--- src/rtl/core/tcw_pkg.sv ---
// Shared types and constants for the text console writer.
// No dependencies; every other file of the block refers to it by scoped names.
package tcw_pkg;

  localparam int COLUMNS    = 80;
  localparam int ROWS       = 25;
  localparam int CELL_COUNT = COLUMNS * ROWS;
  localparam int COPY_LEN   = COLUMNS * (ROWS - 1);

  localparam int POS_W  = 11;
  localparam int ADDR_W = $clog2(CELL_COUNT);
  localparam int ROW_W  = $clog2(ROWS);
  localparam int COL_W  = $clog2(COLUMNS);
  localparam int CELL_W = 16;

  localparam int QDEPTH = 4;
  localparam int QPTR_W = $clog2(QDEPTH);

  localparam logic [CELL_W-1:0] BLANK_CELL   = 16'h0F20;
  localparam logic [7:0]        NEWLINE_CODE = 8'd10;

  localparam logic OP_PUT  = 1'b0;
  localparam logic OP_READ = 1'b1;

  typedef enum logic [1:0] {
    K_NOP  = 2'd0,
    K_PUT  = 2'd1,
    K_READ = 2'd2
  } kind_t;

  // One classified request as the back end executes it.
  typedef struct packed {
    kind_t              kind;
    logic               scroll;
    logic [ADDR_W-1:0]  addr;
    logic [CELL_W-1:0]  cell_word;
    logic [POS_W-1:0]   cursor;
  } cmd_t;

  // Queue occupancy as seen by the front and back ends.
  typedef struct packed {
    logic full;
    logic empty;
  } qstat_t;

endpackage

--- src/rtl/core/tcw_fifo.sv ---
// Short command queue between the front and back ends of the console writer.
// Depends on tcw_pkg for the command type and the queue depth.
module tcw_fifo (
  input  logic            clk,
  input  logic            rst_n,
  input  logic            push,
  input  tcw_pkg::cmd_t   push_cmd,
  input  logic            pop,
  output tcw_pkg::cmd_t   head,
  output tcw_pkg::qstat_t qstat
);

  tcw_pkg::cmd_t              entry_r [tcw_pkg::QDEPTH];
  logic [tcw_pkg::QPTR_W-1:0] wp_r, rp_r;
  logic [tcw_pkg::QPTR_W:0]   cnt_r, cnt_nxt;

  assign head        = entry_r[rp_r];
  assign qstat.full  = (cnt_r == (tcw_pkg::QPTR_W+1)'(tcw_pkg::QDEPTH));
  assign qstat.empty = (cnt_r == '0);

  always_comb begin
    cnt_nxt = cnt_r;
    if (push && !pop) begin
      cnt_nxt = cnt_r + (tcw_pkg::QPTR_W+1)'(1);
    end else if (pop && !push) begin
      cnt_nxt = cnt_r - (tcw_pkg::QPTR_W+1)'(1);
    end
  end

  always_ff @(posedge clk) begin
    if (push) begin
      entry_r[wp_r] <= push_cmd;
    end
  end

  always_ff @(posedge clk) begin
    if (!rst_n) begin
      wp_r  <= '0;
      rp_r  <= '0;
      cnt_r <= '0;
    end else begin
      if (push) begin
        wp_r <= wp_r + tcw_pkg::QPTR_W'(1);
      end
      if (pop) begin
        rp_r <= rp_r + tcw_pkg::QPTR_W'(1);
      end
      cnt_r <= cnt_nxt;
    end
  end

endmodule

--- config.mk ---
export PLATFORM = sky130hd
export DESIGN_NAME = tcw_fifo
export DESIGN_NICKNAME = d
export VERILOG_FILES = /design/src/rtl/core/tcw_pkg.sv /design/src/rtl/core/tcw_fifo.sv
export SDC_FILE = /design/constraint.sdc
export NUM_CORES = 1
export LEC_CHECK = 0
export ABC_AREA = 1
export BUFFER_PORTS_ARGS = -buffer_cell sky130_fd_sc_hd__buf_2
export CAP_MARGIN = 15
export CORE_UTILIZATION = 30
export DETAILED_ROUTE_END_ITERATION = 12
export PLACE_DENSITY_LB_ADDON = 0.1
export SETUP_SLACK_MARGIN = 0.05
export SKIP_CTS_REPAIR_TIMING = 1
export SYNTH_ARGS = -nofsm -noshare
export SYNTH_HDL_FRONTEND = slang
export SYNTH_SLANG_ARGS = --single-unit
--- constraint.sdc ---
create_clock -name clk -period 4.3 [get_ports clk]
set_input_delay 0.43 -clock clk [delete_from_list [all_inputs] [get_ports clk]]
set_output_delay 0.43 -clock clk [all_outputs]
set_load 0.01 [all_outputs]
==> metrics.md, run 1 <==
| Metric | Value |
|---|---|
| Number of warnings reported in the yosys synthesis log | 0 |
| Most numerous cell in the Yosys netlist | edfxtp_1 |
| Cell types occupying the most area after synthesis | edfxtp_1 76%, nor2_1 5.0%, o22ai_1 3.9% |
| Net count of the finished layout | 590 |
| Post-DP Area | 7160 um^2 |
| Mapped Avg Cell Area | 14.4 um^2 |
| Setup-failing EPs final | 0 |
| Capturing point of the worst reg2reg path | entry_r[0][21] |
| Pre-CTS worst setup slack | 1.67 ns |
| Mapped Area | 6520 um^2 |
| Count of placed standard cells in the final layout, fillers left out | 828 |
| Unrepaired setup endpoints after global routing | no |
| Standby leakage power | 2.68 nW |
| Die width | 149 um |
| Clock Tree Root | clkbuf_16 |
| Maximum achievable frequency | 0.341 GHz |
| Path class of the lowest-slack min-delay path | in2reg |
| DPL Wire Length | 7700 um |
| Worst-Skew Late Latency | 0.41 ns |
| Routability cong. | 0.687 |
| Drt first pass iters | 4 |
| Initial antenna violation count | 2 |
| Gate count after technology mapping | 454 |
| Pwr Density | 473 nW/um^2 |
| Worst Hold Path Cells | 1 |
| Overall power | 3.64 mW |
| Required arrival time at the worst endpoint | 3.87 ns |
| Vias in the first global route | 3834 |
| Fin worst setup slack | 1.37 ns |
| Number of rows created at floorplan | 53 |
| Flops & latches, synth | 173 |
| CP Max Fanout | 42 |
| Worst slew pin tran | 1.10 ns |
| Clock transition at the registers of the reported paths | 0.07 ns |
| Worst vdd rail ir drop | 0.277 mV |
| Final Max Slew Viols | 0 |
| Number of port buffers | 87 |
| Synthesized netlist net count | 505 |
| Initial standard-cell utilization of the core | 30.8% |
| CTS tree | yes |
| Wire length of the first global-routing pass | 22000 um |
| Post-Route Setup TNS | 0 ns |
| Maxcap violations | 0 |
| Area inside the core boundary | 21200 um^2 |
| Fin area | 7700 um^2 |
| Worst-case hold path end point | entry_r[0][28] |
| Share of synthesized area occupied by flip-flops and latches | 78.3% |
| Cell types with the highest counts after synthesis | 164 x edfxtp_1, 87 x nor2_1, 47 x o21ai_1 |
| GR Overflow Total | 0 |
| Final period demand of the worst path | 2.93 ns |
| Number of enable flip-flop cells after synthesis | 164 |
| Fraction of synthesized area in multiplexers | 0% |
| Clock Skews | 0.00779 ns |
| Nature of the critical path startpoint | flop |
| Syn-to-layout area delta | 18.1% |
| Maximum level of the CTS H-tree | 4 |
| Final count of hold timing violations | 0 |
| Arrival time at the worst endpoint | 2.50 ns |
| Layout Utilization | 36.4% |
| Number of remaining DRC errors | 0 |
| Reg-to-Reg Start | wp_r[0] |
| Yosys top cell by area | edfxtp_1 |
| Fill cells | 2051 |
| Compound-gate portion of the synthesized area | 11.0% |
| Share of final-layout standard cells stronger than drive strength 1 | 23.4% |
| Final period utilization | 68.2% |
| Num Clock Sinks | 173 |
| Synth Area in Simple Gates | 5.86% |
| Final WL | 14300 um |
| Largest net degree at the start of global routing | 83 |
| Result of the run | finished, final reports clean |
| Prevailing post-synth register cell | edfxtp_1 |
| Via count | 3875 |
| Die Span Y | 149 um |
| Async set-or-reset flop fraction in the synthesized netlist | 0% |
| Number of instances in the placed design | 795 |
| Synthesized-area fraction occupied by adder cells | 1.27% |
| Maximum buffer depth of the clock tree | 2 |
| Total Routing Usage GR | 13.4% |
| Share of the synthesized area in the top cell type | 75.6% |
| Combinational family with the most area after synthesis | compound AO/OA/AOI/OAI gates |
| I/O pin count | 88 |
| Headroom to the max-slew limit | 26.4% |
| Worst Reg2Reg Path Length in Cells | 5 |
| Starting DRC count in detailed routing | 210 |
| Startpoint of the worst hold path | push_cmd[28] |
| Full die area | 22300 um^2 |
| Vias per cell | 4.68 |
| Number of unique standard cell types used by synthesis | 18 |
| Remaining antenna violation count | 0 |
| Register-to-register setup slack | 2.41 ns |
| Worst Hold Slack | 0.226 ns |
| Critical Setup Path Class | reg2out |
| Total clock buffers created by CTS | 17 |
| Post-Synth XOR/XNOR Area | 0% |
| Critical Path End Type | primary output |
| Wire per inst | 17.3 um |
## how the worst max path moves through the flow
| stage | start | cells past startpoint | end |
|---|---|---|---|
| after floorplan | wp_r[0] | 4 | entry_r[2][0] |
| after global placement | flop | 4 | head[14] |
| after detailed placement | flop | 4 | head[18] |
| after CTS | flop | 4 | head[18] |
| after global routing | flop | 4 | head[34] |
| final | flop | 4 | head[18] |
## final cells by class
type | count | area (um^2) | area share (%)
Tap cell | 275 | 344 | 4.47
Clock inverter | 14 | 100 | 1.30
Antenna cell | 1 | 2.50 | 0.0325
Clock buffer | 18 | 429 | 5.58
Multi-Input combinational cell | 239 | 1180 | 15.3
Timing Repair Buffer | 91 | 465 | 6.05
Inverter | 17 | 63.8 | 0.829
Sequential cell | 173 | 5110 | 66.4
## routing by layer
metal / vias to the layer above / GRT usage, % / share of wire (%)
li1: 1862 / - / -
met1: 1906 / 17.9 / 47
met2: 92 / 20.6 / 46
met4: 2 / 5.05 / 1.2
met5: - / 0 / 0.091
met3: 13 / 3.88 / 5.3
## layout by cell type (no fill, tap or decap), drive strengths merged
master	synthesis	layout
inv	17	17
edfxtp	164	164
nand4	1	1
nand2	9	9
diode	0	1
o21ai	88	88
a21oi	4	4
nor2	87	87
clkinv	0	9
fa	1	1
buf	25	91
dfxtp	9	9
ha	5	5
clkinvlp	0	5
clkbuf	0	18
nor3	2	2
nand3	1	1
o22ai	41	41
## worst max-delay path, stage by stage (launching register included)
cell and delay [ns]:
dfxtp_2 0.96, inv_2 0.61, o21ai_1 0.23, o22ai_1 0.12, buf_2 0.16
## flip-flops by register name, summed over array words and instances, names as in the netlist, named ones only
signal / cells
cnt_r: 3
wp_r: 2
rp_r: 2
entry_r: 164
## cell families after synthesis
kind of cell	after synthesis
and+or+nand+nor	100
adders and majority gates	6
buffers and inverters	42
DFF	173
AOI/OAI and AO/OA	133
## power breakdown
part / total (mW) / leakage, nW / internal [mW] / switching [mW]
registers: 1.95 / 1.58 / 1.92 / 0.0278
logic: 0.327 / 0.855 / 0.108 / 0.220
clock network: 1.36 / 0.245 / 0.736 / 0.627
total: 3.64 / 2.68 / 2.77 / 0.875
No activity file was read; power rests on OpenSTA's default activity.
==> run 2: changes to the inputs <==
==> constraint.sdc (replaced) <==
create_clock -name clk -period 2.35 [get_ports clk]
set_input_delay 0.235 -clock clk [delete_from_list [all_inputs] [get_ports clk]]
set_output_delay 0.235 -clock clk [all_outputs]
set_load 0.01 [all_outputs]
==> run 2 against run 1 <==
Sequential share of layout area is 1.3 points lower. Combinational power is 98% higher. Total power rose by 88%. Routed wire length grew 1.1%. Core utilization increased by 0.75 points. Count of clock-buffer cells in the layout rose by 1. Design area rose by 2.1%. Largest power group unchanged. Clock power grew 93%. Critical endpoint is now head[22]. First-iteration DRC count rose by 21%. Via count is 1.1% higher. Sequential power increased by 82%.
==> metrics.md, run 2 (synthesis gave the netlist of run 1 again) <==
| Metric | Value |
|---|---|
| Result of the run | finished, final reports clean |
| GR Overflow Total | 0 (unchanged) |
| Number of instances in the placed design | 803 (+1.0%) |
| Via count | 3918 (+1.1%) |
| Initial antenna violation count | 2 (unchanged) |
| Nature of the critical path startpoint | flop |
| Clock Skews | 0.00791 ns (+0.000122 ns) |
| Maxcap violations | 0 (unchanged) |
| Starting DRC count in detailed routing | 254 (+21%) |
| Wire length of the first global-routing pass | 22200 um (+1.3%) |
| Die Span Y | 149 um (unchanged) |
| Count of placed standard cells in the final layout, fillers left out | 836 (+0.97%) |
| Net count of the finished layout | 598 (+1.4%) |
| Path class of the lowest-slack min-delay path | in2reg |
| Syn-to-layout area delta | 20.5% |
| Setup-failing EPs final | 0 (unchanged) |
| Largest net degree at the start of global routing | 83 (unchanged) |
| Worst vdd rail ir drop | 0.480 mV (+74%) |
| Arrival time at the worst endpoint | 1.83 ns (-0.67 ns) |
| Pre-CTS worst setup slack | 0.681 ns (-0.994 ns) |
| CP Max Fanout | 19 (-55%) |
| Pwr Density | 869 nW/um^2 (+84%) |
| Clock transition at the registers of the reported paths | 0.07 ns (about the same) |
| Fin worst setup slack | 0.281 ns (-1.09 ns) |
| Largest Register | entry_r |
| Vias in the first global route | 3929 (+2.5%) |
| DPL Wire Length | 8060 um (+4.7%) |
| Flip-flop count of the largest register after layout | 164 (unchanged) |
| Wire per inst | 17.4 um (+0.18%) |
| Share of final-layout standard cells stronger than drive strength 1 | 24.1% (+0.74 points) |
| Fin area | 7860 um^2 (+2.1%) |
| Initial standard-cell utilization of the core | 30.8% (unchanged) |
| Post-DP Area | 7300 um^2 (+1.9%) |
| CTS tree | yes |
| Maximum achievable frequency | 0.483 GHz |
| Maximum level of the CTS H-tree | 4 (unchanged) |
| Worst slew pin tran | 0.512 ns (-0.591 ns) |
| Routability cong. | 0.706 (+2.7%) |
| Headroom to the max-slew limit | 65.9% (+40 points) |
| Vias per cell | 4.69 (+0.14%) |
| Drt first pass iters | 5 (+1) |
| Number of remaining DRC errors | 0 (unchanged) |
| Number of rows created at floorplan | 53 (unchanged) |
| Post-Route Setup TNS | 0 ns (unchanged) |
| Required arrival time at the worst endpoint | 2.12 ns (-1.75 ns) |
| Total clock buffers created by CTS | 17 (unchanged) |
| Final count of hold timing violations | 0 (unchanged) |
| Remaining antenna violation count | 0 (unchanged) |
| Maximum buffer depth of the clock tree | 2 (unchanged) |
| Full die area | 22300 um^2 (unchanged) |
| Unrepaired setup endpoints after global routing | no |
| Die width | 149 um (unchanged) |
| Total Routing Usage GR | 13.8% (+0.34 points) |
| Number of port buffers | 87 (unchanged) |
| Final period demand of the worst path | 2.07 ns |
| Critical Setup Path Class | reg2out |
| Area inside the core boundary | 21200 um^2 (unchanged) |
| Num Clock Sinks | 173 (unchanged) |
| Final WL | 14500 um (+1.1%) |
| Final Max Slew Viols | 0 (unchanged) |
| Worst-Skew Late Latency | 0.42 ns (about the same) |
| Registers with the highest flip-flop counts | entry_r x164, cnt_r x3 |
| Critical Path End Type | primary output |
| Final period utilization | 88.0% |
| Clock Tree Root | clkbuf_16 |
| Most common cell after layout, fill and taps aside | edfxtp_1 |
| Commonest cells after routing, fill and taps aside | 164 x edfxtp_1, 87 x nor2_1, 87 x buf_2 |
| I/O pin count | 88 (unchanged) |
| Standby leakage power | 2.76 nW (+2.8%) |
-- run 2: cell count changes in the layout (fill, tap and decap cells not counted), moves of 2 or more --
cell	previous run	this run
clkinv_2	3	1
buf_4	4	6
buf_12	0	6
clkinvlp_4	5	3
-- run 2: final cells by class --
type | instances | area, um^2
clock buffer | 19 | 433
multi-input combinational | 239 | 1180
antenna | 1 | 2.50
inverter | 17 | 63.8
timing repair buffer | 99 | 601
fill | 2011 | 13300
clock inverter | 13 | 120
tap | 275 | 344
sequential | 173 | 5110
-- run 2: stage by stage --
stage                     hold WS [ns]  power, mW  util [%]
final                           0.0183       6.83      37.1
after global routing           0.00593       7.12      37.1
after CTS                      0.00516       6.92      37.1
after detailed placement         0.445       4.28      34.5
after global placement           0.443       4.27      34.5
after floorplan                  0.334       3.98         -
-- run 2: worst max-delay path, stage by stage (launching register included) --
cell	delay, ns
dfxtp_4	0.35
inv_2	0.30
buf_4	0.30
nor2_1	0.06
o22ai_1	0.22
buf_2	0.18
-- run 2: report_power, final --
part	leakage, nW	switching (mW)	total, mW	internal [mW]
combinational	0.915	0.423	0.648	0.225
clock	0.260	1.17	2.63	1.46
sequential	1.58	0.0359	3.55	3.51
total	2.76	1.63	6.83	5.20
-- run 2: final timing paths --
| check | startpoint | end | slack [ns] | cells past startpoint |
|---|---|---|---|---|
| setup / recovery | flop | head[22] | 0.28 | 5 |
| hold / removal | push_cmd[22] | entry_r[1][22] | 0.02 | 1 |
| setup reg to reg | wp_r[0] | entry_r[0][12] | 0.77 | 5 |
| hold reg to reg | rp_r[1] | flop | 0.46 | 1 |
-- run 2: metal layers --
layer	share of wire, %	track usage [%]	vias up
met1	46	17.4	1940
met3	5.1	4.16	17
li1	-	-	1877
met4	1.2	5.00	2
met5	0.083	0	-
met2	48	22.2	82
==> run 3: changes to the inputs <==
--- a/config.mk
+++ b/config.mk
@@ -11,6 +11,7 @@
 export CORE_UTILIZATION = 30
 export DETAILED_ROUTE_END_ITERATION = 12
 export PLACE_DENSITY_LB_ADDON = 0.1
+export RECOVER_POWER = 25
 export SETUP_SLACK_MARGIN = 0.05
 export SKIP_CTS_REPAIR_TIMING = 1
 export SYNTH_ARGS = -nofsm -noshare
==> run 3 against run 2 <==
Count of clock-buffer cells in the layout unchanged. Combinational power down 0.9%. Setup slack worse by 0.0037 ns. Routed wire length down 0.23%. Fmax down 0.18%. Design area down 0.41%. Critical path type unchanged. Largest cell class unchanged. Largest power group unchanged.
==> metrics.md, run 3 (synthesis gave the netlist of run 1 again) <==
| Metric | Value |
|---|---|
| Result of the run | finished, final reports clean |
| Final Max Slew Viols | 0 (unchanged) |
| Initial standard-cell utilization of the core | 30.8% (unchanged) |
| Pwr Density | 872 nW/um^2 (+0.31%) |
| Share of final-layout standard cells stronger than drive strength 1 | 19.5% (-4.6 points) |
| Maximum level of the CTS H-tree | 4 (unchanged) |
| Starting DRC count in detailed routing | 222 (-13%) |
| Flip-flop count of the largest register after layout | 164 (unchanged) |
| Area inside the core boundary | 21200 um^2 (unchanged) |
| DPL Wire Length | 8060 um (unchanged) |
| Number of port buffers | 87 (unchanged) |
| Number of rows created at floorplan | 53 (unchanged) |
| Largest Register | entry_r |
| Wire length of the first global-routing pass | 22200 um (unchanged) |
| Setup-failing EPs final | 0 (unchanged) |
| Standby leakage power | 2.69 nW (-2.6%) |
| Headroom to the max-slew limit | 65.8% (about the same) |
| Total clock buffers created by CTS | 17 (unchanged) |
| Net count of the finished layout | 598 (unchanged) |
| Remaining antenna violation count | 0 (unchanged) |
| Vias per cell | 4.66 (-0.48%) |
| Multi-input gate area in the final layout | 1180 um^2 (unchanged) |
| Final WL | 14500 um (-0.23%) |
| Arrival time at the worst endpoint | 1.84 ns (about the same) |
| Number of remaining DRC errors | 0 (unchanged) |
| Unrepaired setup endpoints after global routing | no |
| Maxcap violations | 0 (unchanged) |
| GR Overflow Total | 0 (unchanged) |
| Wire per inst | 17.3 um (-0.23%) |
| Clock Skews | 0.00851 ns (+0.000597 ns) |
| Fin worst setup slack | 0.278 ns (-0.00375 ns) |
| Commonest cells after routing, fill and taps aside | 164 x edfxtp_1, 87 x nor2_1, 61 x buf_2 |
| Die Span Y | 149 um (unchanged) |
| Final count of hold timing violations | 0 (unchanged) |
| Fill cells | 2015 (+0.20%) |
| Worst slew pin tran | 0.513 ns (+0.000599 ns) |
| Final period demand of the worst path | 2.07 ns (+0.00375 ns) |
| Full die area | 22300 um^2 (unchanged) |
| Routability cong. | 0.706 (unchanged) |
| Drt first pass iters | 4 (-1) |
| Via count | 3899 (-0.48%) |
| CP Max Fanout | 19 (unchanged) |
| Vias in the first global route | 3929 (unchanged) |
| Clock Tree Root | clkbuf_16 |
| Largest net degree at the start of global routing | 83 (unchanged) |
| Critical Setup Path Class | reg2out |
| Die width | 149 um (unchanged) |
| Most common cell after layout, fill and taps aside | edfxtp_1 |
| Maximum buffer depth of the clock tree | 2 (unchanged) |
| Required arrival time at the worst endpoint | 2.12 ns (about the same) |
| Post-Route Setup TNS | 0 ns (unchanged) |
| Worst-Skew Late Latency | 0.42 ns (about the same) |
| Initial antenna violation count | 1 (-1) |
| Path class of the lowest-slack min-delay path | in2reg |
| Clock transition at the registers of the reported paths | 0.07 ns (about the same) |
| Nature of the critical path startpoint | flop |
| Final period utilization | 88.2% (+0.16 points) |
| Num Clock Sinks | 173 (unchanged) |
| Critical Path End Type | primary output |
| Total Routing Usage GR | 13.8% (unchanged) |
| Worst vdd rail ir drop | 0.481 mV (about the same) |
| Pre-CTS worst setup slack | 0.681 ns (unchanged) |
| CTS tree | yes |
| I/O pin count | 88 (unchanged) |
| Syn-to-layout area delta | 20.0% |
| Area taken by flip-flops and latches | 5110 um^2 (unchanged) |
| Maximum achievable frequency | 0.483 GHz (-0.18%) |
| Registers with the highest flip-flop counts | entry_r x164, cnt_r x3 |
run 3: cell count changes in the layout (fill, tap and decap cells not counted):
cell / previous run / this run
buf_2: 87 / 61
clkbuf_1: 2 / 28
run 3: power breakdown:
group | leakage, nW | switching [mW] | internal, mW
Clock | 0.260 | 1.17 | 1.46
Sequential | 1.58 | 0.0360 | 3.51
Combinational | 0.843 | 0.423 | 0.219
run 3: metal layers:
metal	track usage, %	part of all wire, %
met4	5.00	1.2
met5	0	0
met3	4.16	4.8
met1	17.4	46
met2	22.2	48
run 3: metrics by stage:
step / utilization (%) / cell area (um^2) / std cells / hold WS, ns / total power, mW
4_1_cts: 37.1 / 7850 / 835 / 0.00516 / 6.92
2_1_floorplan: - / 6520 / 454 / 0.334 / 3.98
6_report: 37.0 / 7820 / 836 / 0.0284 / 6.82
5_1_grt: 37.0 / 7820 / 835 / 0.0209 / 7.12
3_5_place_dp: 34.5 / 7300 / 803 / 0.445 / 4.28
3_3_place_gp: 34.5 / 7300 / 803 / 0.443 / 4.27
run 3: final cells by class:
class	count	area share, %
tap	275	4.40
antenna	1	0.0320
sequential	173	65.3
inverter	17	0.816
timing repair buffer	99	7.26
multi-input combinational	239	15.1
clock buffer	19	5.53
clock inverter	13	1.54
run 3: final timing paths:
| kind | from | endpoint | slack [ns] | depth (start not counted) |
|---|---|---|---|---|
| setup reg to reg | wp_r[0] | entry_r[0][12] | 0.77 | 5 |
| hold / removal | push_cmd[9] | entry_r[0][9] | 0.03 | 1 |
| hold reg to reg | rp_r[1] | flop | 0.46 | 1 |
| setup / recovery | flop | head[33] | 0.28 | 5 |
run 3: worst max-delay path, cell delays in order, from the launching register on:
cell and delay, ns:
dfxtp_4 0.35, inv_2 0.30, buf_4 0.28, o21ai_0 0.10, o22ai_1 0.21, buf_2 0.17
