## src/rtl/core/tcw_pkg.sv

```systemverilog
// Shared types and constants for the text console writer.
// No dependencies; every other file of the block refers to it by scoped names.
package tcw_pkg;

  localparam int COLUMNS    = 80;
  localparam int ROWS       = 25;
  localparam int CELL_COUNT = COLUMNS * ROWS;
  localparam int COPY_LEN   = COLUMNS * (ROWS - 1);

  localparam int POS_W  = 11;
  localparam int ADDR_W = $clog2(CELL_COUNT);
  localparam int ROW_W  = $clog2(ROWS);
  localparam int COL_W  = $clog2(COLUMNS);
  localparam int CELL_W = 16;

  localparam int QDEPTH = 4;
  localparam int QPTR_W = $clog2(QDEPTH);

  localparam logic [CELL_W-1:0] BLANK_CELL   = 16'h0F20;
  localparam logic [7:0]        NEWLINE_CODE = 8'd10;

  localparam logic OP_PUT  = 1'b0;
  localparam logic OP_READ = 1'b1;

  typedef enum logic [1:0] {
    K_NOP  = 2'd0,
    K_PUT  = 2'd1,
    K_READ = 2'd2
  } kind_t;

  // One classified request as the back end executes it.
  typedef struct packed {
    kind_t              kind;
    logic               scroll;
    logic [ADDR_W-1:0]  addr;
    logic [CELL_W-1:0]  cell_word;
    logic [POS_W-1:0]   cursor;
  } cmd_t;

  // Queue occupancy as seen by the front and back ends.
  typedef struct packed {
    logic full;
    logic empty;
  } qstat_t;

endpackage

```

## src/rtl/core/tcw_front.sv

```systemverilog
// Front end of the text console writer: accepts requests, tracks the cursor
// and turns each request into a command for the queue. Depends on tcw_pkg.
module tcw_front (
  input  logic                       clk,
  input  logic                       rst_n,
  input  logic                       in_valid,
  output logic                       in_ready,
  input  logic                       in_op,
  input  logic [7:0]                 in_char_code,
  input  logic [3:0]                 in_back_color,
  input  logic [3:0]                 in_fore_color,
  input  logic [10:0]                in_cell_index,
  input  logic                       back_ready,
  input  tcw_pkg::qstat_t            qstat,
  output logic                       push,
  output tcw_pkg::cmd_t              push_cmd
);

  localparam logic [tcw_pkg::POS_W-1:0] CELLS_P  = tcw_pkg::POS_W'(tcw_pkg::CELL_COUNT);
  localparam logic [tcw_pkg::POS_W-1:0] BOTTOM_P = tcw_pkg::POS_W'(tcw_pkg::COPY_LEN);
  localparam logic [tcw_pkg::POS_W-1:0] COLS_P   = tcw_pkg::POS_W'(tcw_pkg::COLUMNS);
  localparam logic [tcw_pkg::ROW_W-1:0] LAST_ROW = tcw_pkg::ROW_W'(tcw_pkg::ROWS - 1);
  localparam logic [tcw_pkg::COL_W-1:0] LAST_COL = tcw_pkg::COL_W'(tcw_pkg::COLUMNS - 1);

  // pos_r is the write position; lrow_r and lcol_r locate the cell just
  // before it, which is what a newline looks at.
  logic [tcw_pkg::POS_W-1:0] pos_r, pos_nxt;
  logic [tcw_pkg::ROW_W-1:0] lrow_r, lrow_nxt;
  logic [tcw_pkg::COL_W-1:0] lcol_r, lcol_nxt;
  logic [tcw_pkg::POS_W-1:0] row_plus1;

  assign in_ready = back_ready && !qstat.full;
  assign push     = in_valid && in_ready;

  always_comb begin
    pos_nxt   = pos_r;
    lrow_nxt  = lrow_r;
    lcol_nxt  = lcol_r;
    row_plus1 = tcw_pkg::POS_W'(lrow_r) + tcw_pkg::POS_W'(1);
    push_cmd.kind      = tcw_pkg::K_NOP;
    push_cmd.scroll    = 1'b0;
    push_cmd.addr      = in_cell_index[tcw_pkg::ADDR_W-1:0];
    push_cmd.cell_word = {in_back_color, in_fore_color, in_char_code};
    if (in_op == tcw_pkg::OP_READ) begin
      if (in_cell_index < tcw_pkg::POS_W'(tcw_pkg::CELL_COUNT)) begin
        push_cmd.kind = tcw_pkg::K_READ;
      end
    end else if (in_char_code == tcw_pkg::NEWLINE_CODE) begin
      pos_nxt  = row_plus1 * COLS_P;
      lcol_nxt = LAST_COL;
    end else begin
      push_cmd.kind = tcw_pkg::K_PUT;
      if (pos_r >= CELLS_P) begin
        push_cmd.scroll = 1'b1;
        push_cmd.addr   = BOTTOM_P[tcw_pkg::ADDR_W-1:0];
        pos_nxt         = BOTTOM_P + tcw_pkg::POS_W'(1);
        lrow_nxt        = LAST_ROW;
        lcol_nxt        = '0;
      end else begin
        push_cmd.addr = pos_r[tcw_pkg::ADDR_W-1:0];
        pos_nxt       = pos_r + tcw_pkg::POS_W'(1);
        if (pos_r == '0) begin
          lrow_nxt = '0;
          lcol_nxt = '0;
        end else if (lcol_r == LAST_COL) begin
          lrow_nxt = lrow_r + tcw_pkg::ROW_W'(1);
          lcol_nxt = '0;
        end else begin
          lcol_nxt = lcol_r + tcw_pkg::COL_W'(1);
        end
      end
    end
    push_cmd.cursor = pos_nxt;
  end

  always_ff @(posedge clk) begin
    if (!rst_n) begin
      pos_r  <= '0;
      lrow_r <= '0;
      lcol_r <= '0;
    end else if (push) begin
      pos_r  <= pos_nxt;
      lrow_r <= lrow_nxt;
      lcol_r <= lcol_nxt;
    end
  end

endmodule

```

## config.mk

```make
export PLATFORM = sky130hd
export DESIGN_NAME = tcw_front
export DESIGN_NICKNAME = d
export VERILOG_FILES = /design/src/rtl/core/tcw_pkg.sv /design/src/rtl/core/tcw_front.sv
export SDC_FILE = /design/constraint.sdc
export NUM_CORES = 1
export LEC_CHECK = 0
export BUFFER_PORTS_ARGS = -buffer_cell sky130_fd_sc_hd__buf_2
export CAP_MARGIN = 20
export CORE_MARGIN = 5
export CORE_UTILIZATION = 40
export DETAILED_ROUTE_END_ITERATION = 6
export PLACE_DENSITY = 0.67
export SETUP_SLACK_MARGIN = 0.1
export SYNTH_ARGS = -nofsm -noshare
export SYNTH_HDL_FRONTEND = slang
export SYNTH_SLANG_ARGS = --single-unit
export TNS_END_PERCENT = 100
```

## constraint.sdc

```tcl
create_clock -name clk -period 6.4 [get_ports clk]
set_input_delay 1.28 -clock clk [delete_from_list [all_inputs] [get_ports clk]]
set_output_delay 1.28 -clock clk [all_outputs]
set_load 0.005 [all_outputs]
```

==> impl_metrics.toml, run 1 <==
[sta]
fin_tns_setup_ns = 0
post-route-period-util = 0.740
final.setup_skew_ns = 0.00311
worst_pin_slew_ns = 0.773
finalMaxSlewViolations = 0
rsz0062_at_grt = "no"
finalSetupViolCount = 0
min_period_ns = 4.74
hold_violations = 0
max_freq_ghz = 0.211
slew_headroom = 0.483

[cells_and_area]
drive_gt1_frac = 0.241
diodes = 0
instances_no_fill = 385
synthToLayoutAreaGrowth_pct = 12.1
fin_nets = 361

[drt]
antenna_left = 0
drc = 0
num_vias = 2069
firstDrtPassIters = 5
dr.first_iter.drc_count = 111
wl_per_cell_um = 13.9
drt-vias-per-instance = 5.37
drt-total-wl_mm = 5.37

[power_and_ir_drop]
ir_worst_vdd_v = 0.0000655
p_sw_mw = 0.0820
clkPwrFrac = 0.323
p_int_mw = 0.210
p_seq_frac = 0.507
p_leak_nw = 0.982
pwr-share-comb = 0.170
power_density_nw_per_um2 = 127
switching_share = 0.281

[synthesis]
ys_ff_latch = 23
synth.cell_area_um2 = 2050
syn_inst = 282
ys_warn_count = 0
synth-adder-area-share = 0.0708
synth_compound_area_frac = 0.237
seq_area_frac_synth = 0.225
synthXorXnorAreaFrac = 0.0427
syn_nets = 327
async_flop_share = 0
synth_top_family_by_area = "simple AND/OR/NAND/NOR gates"
synth_edf_count = 0
synth.distinct_cells = 51
ys.flop_type = "dfxtp_1"
yosys.area_share.simple = 0.303
synth_mux_area_frac = 0.0110
syn_area_per_cell_um2 = 7.27

[global_route]
grt.met3_usage = 0.0230
grt_max_degree = 28
grt.met2_usage = 0.270
top_usage_layer = "met2"
grt-ovfl-total = 0
antenna_found_initial = 0
track_usage = 0.164
use_met1 = 0.221
grt_pass1_vias = 1869
grt_pass1_wl_mm = 8.75

[die]
start_util = 0.406
dieArea_um2 = 6660
die_height_um = 81.6
pin_count = 77
rows = 26
core_um2 = 5040
dieWidth_um = 81.6

[setup_path]
worst-path-max-fanout = 18
cp-start-kind = "input pin"
crit_type = "input pin to output port"
arrival_ns = 3.46
critical_path_required_ns = 5.12
end_kind = "output port"

[clocking]
clk_pin_slew_worst_paths_ns = 0.09
cts-root-buf = "clkbuf_8"
cts_buffer_depth = 2
clock_sinks = 23
clock_latency_ns = 0.27
cts_resized = 0
numCtsBuffers = 3
cts_hold_buf = 0
cts_tree = "yes"
post-cts-setup-buffer-count = 0
cts_max_level = 1

[place]
dp.cells = 381
portBuffers = 59
gp_congestion = 0.794
hpwl_mm = 4.10

[run]
cap_violations = 0

[status]
status = "complete, no violations"

[min_path]
holdCritPathClass = "flop to flop"
[layout make-up]
type                    instances  area, µm²
inverters                      10       37.5
well taps                      70       87.6
multi-input cells             218       1360
clock buffers                   3       41.3
clock inverters                 1       5.00
fillers                       530       2750
flip-flops and latches         23        460
repair buffers                 60        303
[Yosys cell counts, drive strengths merged, types with 5 or more instances]
cell type	count	area, µm²
xnor2	5	43.8
o31ai	5	37.5
ha	10	125
buf	24	163
nand2	48	180
nor3	8	40.0
xor2	5	43.8
nand3	13	65.1
dfxtp	23	460
clkbuf	7	26.3
a21oi	18	90.1
inv	10	37.5
nor2	19	78.8
nand2b	5	31.3
o21ai	18	93.8
a31oi	5	37.5
[sequential cells by signal, summed over array words and instances (netlist names)]
name and count:
lcol_r 7, lrow_r 5, pos_r 11
[cells in the final DEF, fill, tap and decap left out, types with 4 or more instances in the layout]
cell type,n
a211oi_1,4
a21oi_1,18
a31oi_1,4
buf_2,59
dfxtp_1,23
ha_1,10
inv_1,10
nand2_1,48
nand2b_1,5
nand3_1,13
nor2_1,18
nor2b_1,4
nor3_1,8
o21ai_0,17
o22ai_1,4
o31ai_1,5
o32ai_1,4
or3_1,4
xnor2_1,5
xor2_1,5
[power by group through the flow]
stage          combinational (mW)  clock [mW]  sequential, mW
5_1_grt                    0.0558       0.104           0.149
3_5_place_dp               0.0498           0           0.151
3_3_place_gp               0.0493           0           0.151
6_report                   0.0496      0.0943           0.148
2_1_floorplan              0.0371           0           0.150
4_1_cts                    0.0500      0.0978           0.148
[worst paths after layout]
kind | startpoint | to | slack (ns) | cells after the start
max | in_char_code[5] | push_cmd[29] | 1.66 | 8
min | lrow_r[1] | lrow_r[1] | 0.50 | 2
max reg2reg | lrow_r[0] | pos_r[10] | 3.60 | 10
min reg2reg | lrow_r[1] | lrow_r[1] | 0.50 | 2
[critical path: stages]
cell and delay, ns:
buf_2 0.10, or4_4 0.56, or2_1 0.45, nand2b_1 0.50
inv_1 0.23, nand3_1 0.15, nand2_1 0.07, buf_2 0.12
[layer usage]
metal | wire length [µm] | up-vias
met5 | 0 | -
met4 | 74 | 0
met3 | 341 | 7
met2 | 2500 | 64
met1 | 2450 | 934
li1 | - | 1064
[kinds of logic after synthesis]
kind of cell    Yosys count
simple gates            122
compound gates           73
buf+inv                  41
flops                    23
fa+ha+maj                11
xor+xnor                 10
mux                       2
[metrics by stage]
step	power (mW)	utilization	instance area, µm²	worst slack, ns	hold slack, ns
after floorplan	0.187	-	2050	2.51	0.463
after global placement	0.201	0.446	2250	1.65	0.482
after detailed placement	0.201	0.446	2250	1.64	0.491
after CTS	0.296	0.456	2300	1.66	0.503
after global routing	0.308	0.456	2300	1.43	0.523
final	0.292	0.456	2300	1.66	0.504
Note: power is estimated with default switching activity, not from simulation.
==> inputs of run 2 (changes only) <==
--- a/config.mk
+++ b/config.mk
@@ -10,7 +10,7 @@
 export CORE_MARGIN = 5
 export CORE_UTILIZATION = 40
 export DETAILED_ROUTE_END_ITERATION = 6
-export PLACE_DENSITY = 0.67
+export PLACE_DENSITY = 0.7
 export SETUP_SLACK_MARGIN = 0.1
 export SYNTH_ARGS = -nofsm -noshare
 export SYNTH_HDL_FRONTEND = slang
==> constraint.sdc (replaced) <==
create_clock -name clk -period 3.99 [get_ports clk]
set_input_delay 0.798 -clock clk [delete_from_list [all_inputs] [get_ports clk]]
set_output_delay 0.798 -clock clk [all_outputs]
set_load 0.005 [all_outputs]
==> run 2 against run 1 <==
  * Global-route usage grew 1.6 points
  * Via count grew 3.0%
  * Combinational power up 64%
  * Highest routed layer unchanged
==> impl_metrics.toml, run 2 (synthesis results as in run 1) <==
[global_route]
grt_pass1_vias = 2030
grt_max_degree = 28
grt_pass1_wl_mm = 9.56
antenna_found_initial = 0
grt-ovfl-total = 0
track_usage = 0.180

[sta]
final.setup_skew_ns = 0.00228
finalMaxSlewViolations = 0
fin_tns_setup_ns = 0
finalSetupViolCount = 0
hold_violations = 0
min_period_ns = 3.69
rsz0062_at_grt = "no"
worst_pin_slew_ns = 0.799
post-route-period-util = 0.925
slew_headroom = 0.466
max_freq_ghz = 0.271

[die]
start_util = 0.406
rows = 26
dieWidth_um = 81.6
dieArea_um2 = 6660
core_um2 = 5040
die_height_um = 81.6
pin_count = 77

[cells_and_area]
stdcell_area_um2 = 2330
regMostFlops = "pos_r"
layout_commonest_cell = "buf_2"
diodes = 0
n_fill_cell = 516
fin_nets = 364
largest_register_ffs = 11
synthToLayoutAreaGrowth_pct = 13.6
seqCellArea_um2 = 460
top_regs = "pos_r x11, lcol_r x7, lrow_r x5"
final_cell_mix = "59 x buf_2, 48 x nand2_1, 23 x dfxtp_1"
multiInputGateArea_um2 = 1370
drive_gt1_frac = 0.252

[power_and_ir_drop]
switching_share = 0.287
p_int_mw = 0.338
p_leak_nw = 1.01
clkPwrFrac = 0.327
ir_worst_vdd_v = 0.0000936
p_sw_mw = 0.136
power_density_nw_per_um2 = 204
p_seq_frac = 0.502
pwr-share-comb = 0.171

[run]
cap_violations = 0

[setup_path]
r2r_cells = 10
r2r_setup_slack_ns = 1.39
crit_slowest_cell = "dfxtp_1"
worst-path-max-fanout = 4
critical_path_required_ns = 3.19
cp-start-kind = "flop"
crit_top_cell = "ha_1"
arrival_ns = 2.89
reg2reg_to = "pos_r[10]"
end_kind = "output port"
r2r_start = "lrow_r[1]"
crit_type = "flop to output port"
max_stage_delay_ns = 0.37
cp_cell_sequence = "ha_1, nand3_1, xnor2_2, ha_1, ha_1, a21o_1, a21oi_1, xor2_1, xnor2_1, o32a_1, buf_2"

[min_path]
holdCritPathClass = "flop to flop"
whs_endpoint = "lrow_r[1]"
holdPathStages = 2
worstHoldStart = "lrow_r[1]"

[clocking]
cts_max_level = 1
clock_latency_ns = 0.27
numCtsBuffers = 3
cts_tree = "yes"
cts-root-buf = "clkbuf_8"
clock_sinks = 23
clk_pin_slew_worst_paths_ns = 0.09
cts_hold_buf = 0
post-cts-setup-buffer-count = 0
cts_resized = 0
cts_buffer_depth = 2

[drt]
drt-vias-per-instance = 5.49
num_vias = 2132
drc = 0
antenna_left = 0
dr.first_iter.drc_count = 139
drt-total-wl_mm = 5.63
firstDrtPassIters = 4
wl_per_cell_um = 14.5

[place]
gp_congestion = 0.811
place_area_um2 = 2270
portBuffers = 59
hpwl_mm = 4.32

[status]
status = "complete, no violations"
## run 2: changes by cell type in the layout (fill, tap and decap cells not counted), sizes merged
cell  previous run  this run
buf             60        63
## run 2: cell type report
cell class,count,area share
Clock inverter,1,0.00215
Tap cell,70,0.0376
Sequential cell,23,0.198
Clock buffer,3,0.0177
Multi-Input combinational cell,218,0.589
Timing Repair Buffer,63,0.140
Inverter,10,0.0161
## run 2: how the worst max path moves through the flow
stage	from	to	slack (ns)
finish	lrow_r[1]	push_cmd[10]	0.30
global route	lrow_r[1]	push_cmd[10]	0.11
CTS	lrow_r[1]	push_cmd[10]	0.23
detailed placement	in_char_code[5]	push_cmd[8]	0.53
global placement	in_char_code[5]	push_cmd[8]	0.57
floorplan	lrow_r[0]	push_cmd[10]	0.74
## run 2: metrics by stage
stage	setup slack [ns]	total power [mW]	utilization	hold WS [ns]	cells
final	0.299	0.474	0.462	0.506	388
after global routing	0.112	0.494	0.462	0.539	388
after CTS	0.234	0.478	0.460	0.506	388
after detailed placement	0.531	0.324	0.451	0.493	384
after global placement	0.569	0.323	0.451	0.481	384
after floorplan	0.743	0.300	-	0.463	282
## run 2: power groups by stage
stage               clock, mW  combinational [mW]  sequential, mW
floorplan                   0              0.0595           0.240
global placement            0              0.0799           0.243
detailed placement          0              0.0813           0.243
CTS                     0.159              0.0817           0.238
global route            0.164              0.0915           0.239
finish                  0.155              0.0812           0.238
## run 2: worst max-delay path, delay by kind of cell (launching register included)
kind	cells	cell delay, ns
buffers and inverters	1	0.13
DFF	1	0.37
and+or+nand+nor	1	0.14
AOI/OAI and AO/OA	3	0.62
adders and majority gates	3	0.86
xor gates and xnor gates	3	0.50
## run 2: routing by layer
layer | wire, µm | global-route usage | vias up
met5 | 0 | 0 | -
met3 | 378 | 0.0263 | 6
li1 | - | - | 1071
met1 | 2490 | 0.228 | 989
met4 | 51 | 0.0581 | 0
met2 | 2720 | 0.313 | 66
==> inputs of run 3 (changes only) <==
--- a/config.mk
+++ b/config.mk
@@ -7,10 +7,13 @@
 export LEC_CHECK = 0
 export BUFFER_PORTS_ARGS = -buffer_cell sky130_fd_sc_hd__buf_2
 export CAP_MARGIN = 20
+export CELL_PAD_IN_SITES_DETAIL_PLACEMENT = 0
+export CELL_PAD_IN_SITES_GLOBAL_PLACEMENT = 1
 export CORE_MARGIN = 5
-export CORE_UTILIZATION = 40
+export CORE_UTILIZATION = 31
+export CTS_CLUSTER_DIAMETER = 40
 export DETAILED_ROUTE_END_ITERATION = 6
-export PLACE_DENSITY = 0.7
+export PLACE_DENSITY_LB_ADDON = 0.1
 export SETUP_SLACK_MARGIN = 0.1
 export SYNTH_ARGS = -nofsm -noshare
 export SYNTH_HDL_FRONTEND = slang
==> run 3 against run 2 <==
  * Fmax about the same
  * Register-to-register slack barely moved
  * Sequential share of layout area decreased by 0.12 points
  * Die area increased by 25%
  * Clock skew is 0.0052 ns higher
  * Setup slack better by 0.0016 ns
  * Critical endpoint unchanged
==> impl_metrics.toml, run 3 (synthesis results as in run 1) <==
[clocking]
cts_hold_buf = 0
cts-root-buf = "clkbuf_8"
cts_buffer_depth = 2
cts_resized = 0
clock_sinks = 23
cts_max_level = 1
post-cts-setup-buffer-count = 0
clk_pin_slew_worst_paths_ns = 0.09
clock_latency_ns = 0.27
numCtsBuffers = 3
cts_tree = "yes"

[power_and_ir_drop]
p_leak_nw = 1.01
power_density_nw_per_um2 = 202
switching_share = 0.287
p_sw_mw = 0.136
pwr-share-comb = 0.172
p_int_mw = 0.338
p_seq_frac = 0.501
power_mw = 0.474
clkPwrFrac = 0.326
ir_worst_vdd_v = 0.000147

[sta]
finalWorstSetupSlack_ns = 0.301
finalMaxSlewViolations = 0
min_period_ns = 3.69
slew_headroom = 0.507
post-route-period-util = 0.925
finalSetupViolCount = 0
max_freq_ghz = 0.271
fin_tns_setup_ns = 0
whs_ns = 0.498
rsz0062_at_grt = "no"
hold_violations = 0
worst_pin_slew_ns = 0.737
final.setup_skew_ns = 0.00747

[die]
rows = 29
pin_count = 77
die_height_um = 91.3
dieWidth_um = 91.3
dieArea_um2 = 8340
start_util = 0.321
core_um2 = 6390

[cells_and_area]
layout_commonest_cell = "buf_2"
final_cell_mix = "59 x buf_2, 48 x nand2_1, 22 x dfxtp_1"
drive_gt1_frac = 0.260
top_regs = "pos_r x11, lcol_r x7, lrow_r x5"
n_fill_cell = 691
synthToLayoutAreaGrowth_pct = 14.5
seqCellArea_um2 = 462
largest_register_ffs = 11
multiInputGateArea_um2 = 1370
final_core_util = 0.368
fin_nets = 365
regMostFlops = "pos_r"
diodes = 0

[min_path]
holdCritPathClass = "flop to flop"

[global_route]
grt_pass1_vias = 1977
grt_pass1_wl_mm = 9.87
grt_max_degree = 28
grt-ovfl-total = 0
antenna_found_initial = 0
track_usage = 0.141

[drt]
dr.first_iter.drc_count = 63
wl_per_cell_um = 15.1
num_vias = 2092
drc = 0
firstDrtPassIters = 4
antenna_left = 0
drt-vias-per-instance = 5.28
drt-total-wl_mm = 5.98

[status]
status = "complete, no violations"

[setup_path]
cp-start-kind = "flop"
arrival_ns = 2.89
critical_path_required_ns = 3.19
end_kind = "output port"
worst-path-max-fanout = 6
crit_type = "flop to output port"

[place]
dp_slack_ns = 0.483
portBuffers = 59
hpwl_mm = 4.62
gp_congestion = 0.803

[run]
cap_violations = 0
## run 3: cell types whose count changed in the layout (fill, tap and decap cells not counted)
| cell | change |
|---|---|
| buf_4 | +1 |
| dfxtp_1 | -1 |
| dfxtp_2 | +1 |
| ha_1 | -1 |
| ha_2 | +1 |
## run 3: power groups by stage
stage	logic, mW	clock network, mW	registers, mW
after floorplan	0.0595	0	0.240
after global placement	0.0837	0	0.243
after detailed placement	0.0831	0	0.243
after CTS	0.0835	0.159	0.238
after global routing	0.0932	0.169	0.239
final	0.0818	0.155	0.238
## run 3: final timing paths
| kind | slack (ns) | startpoint | cells after the start | end |
|---|---|---|---|---|
| worst max-delay path | 0.30 | lrow_r[0] | 11 | push_cmd[10] |
| worst min-delay path | 0.50 | lrow_r[1] | 2 | lrow_r[1] |
| worst max register to register | 1.40 | lrow_r[0] | 10 | pos_r[10] |
| worst min register to register | 0.50 | lrow_r[1] | 2 | lrow_r[1] |
## run 3: critical path, stage by stage, from the launching register on
cell     delay, ns
dfxtp_2       0.42
ha_2          0.23
nand3_1       0.12
xnor2_2       0.17
ha_1          0.32
ha_1          0.30
a21o_1        0.17
a21oi_1       0.16
xor2_1        0.19
xnor2_1       0.12
o32a_1        0.29
buf_2         0.13
## run 3: metal layers
layer | track usage | routed length [µm]
met3 | 0.0256 | 301
met5 | 0 | 0
met2 | 0.234 | 2750
met4 | 0.0403 | 87
met1 | 0.186 | 2840
## run 3: layout make-up
type / count / share of cell area
Multi-Input combinational cell: 218 / 0.585
Clock buffer: 3 / 0.0176
Clock inverter: 1 / 0.00213
Tap cell: 77 / 0.0410
Sequential cell: 23 / 0.197
Inverter: 10 / 0.0160
Timing Repair Buffer: 64 / 0.142
## run 3: stage by stage
step,std cells,area (µm²)
final,396,2350
after global routing,396,2350
after CTS,396,2340
after detailed placement,392,2290
after global placement,392,2290
after floorplan,282,2050
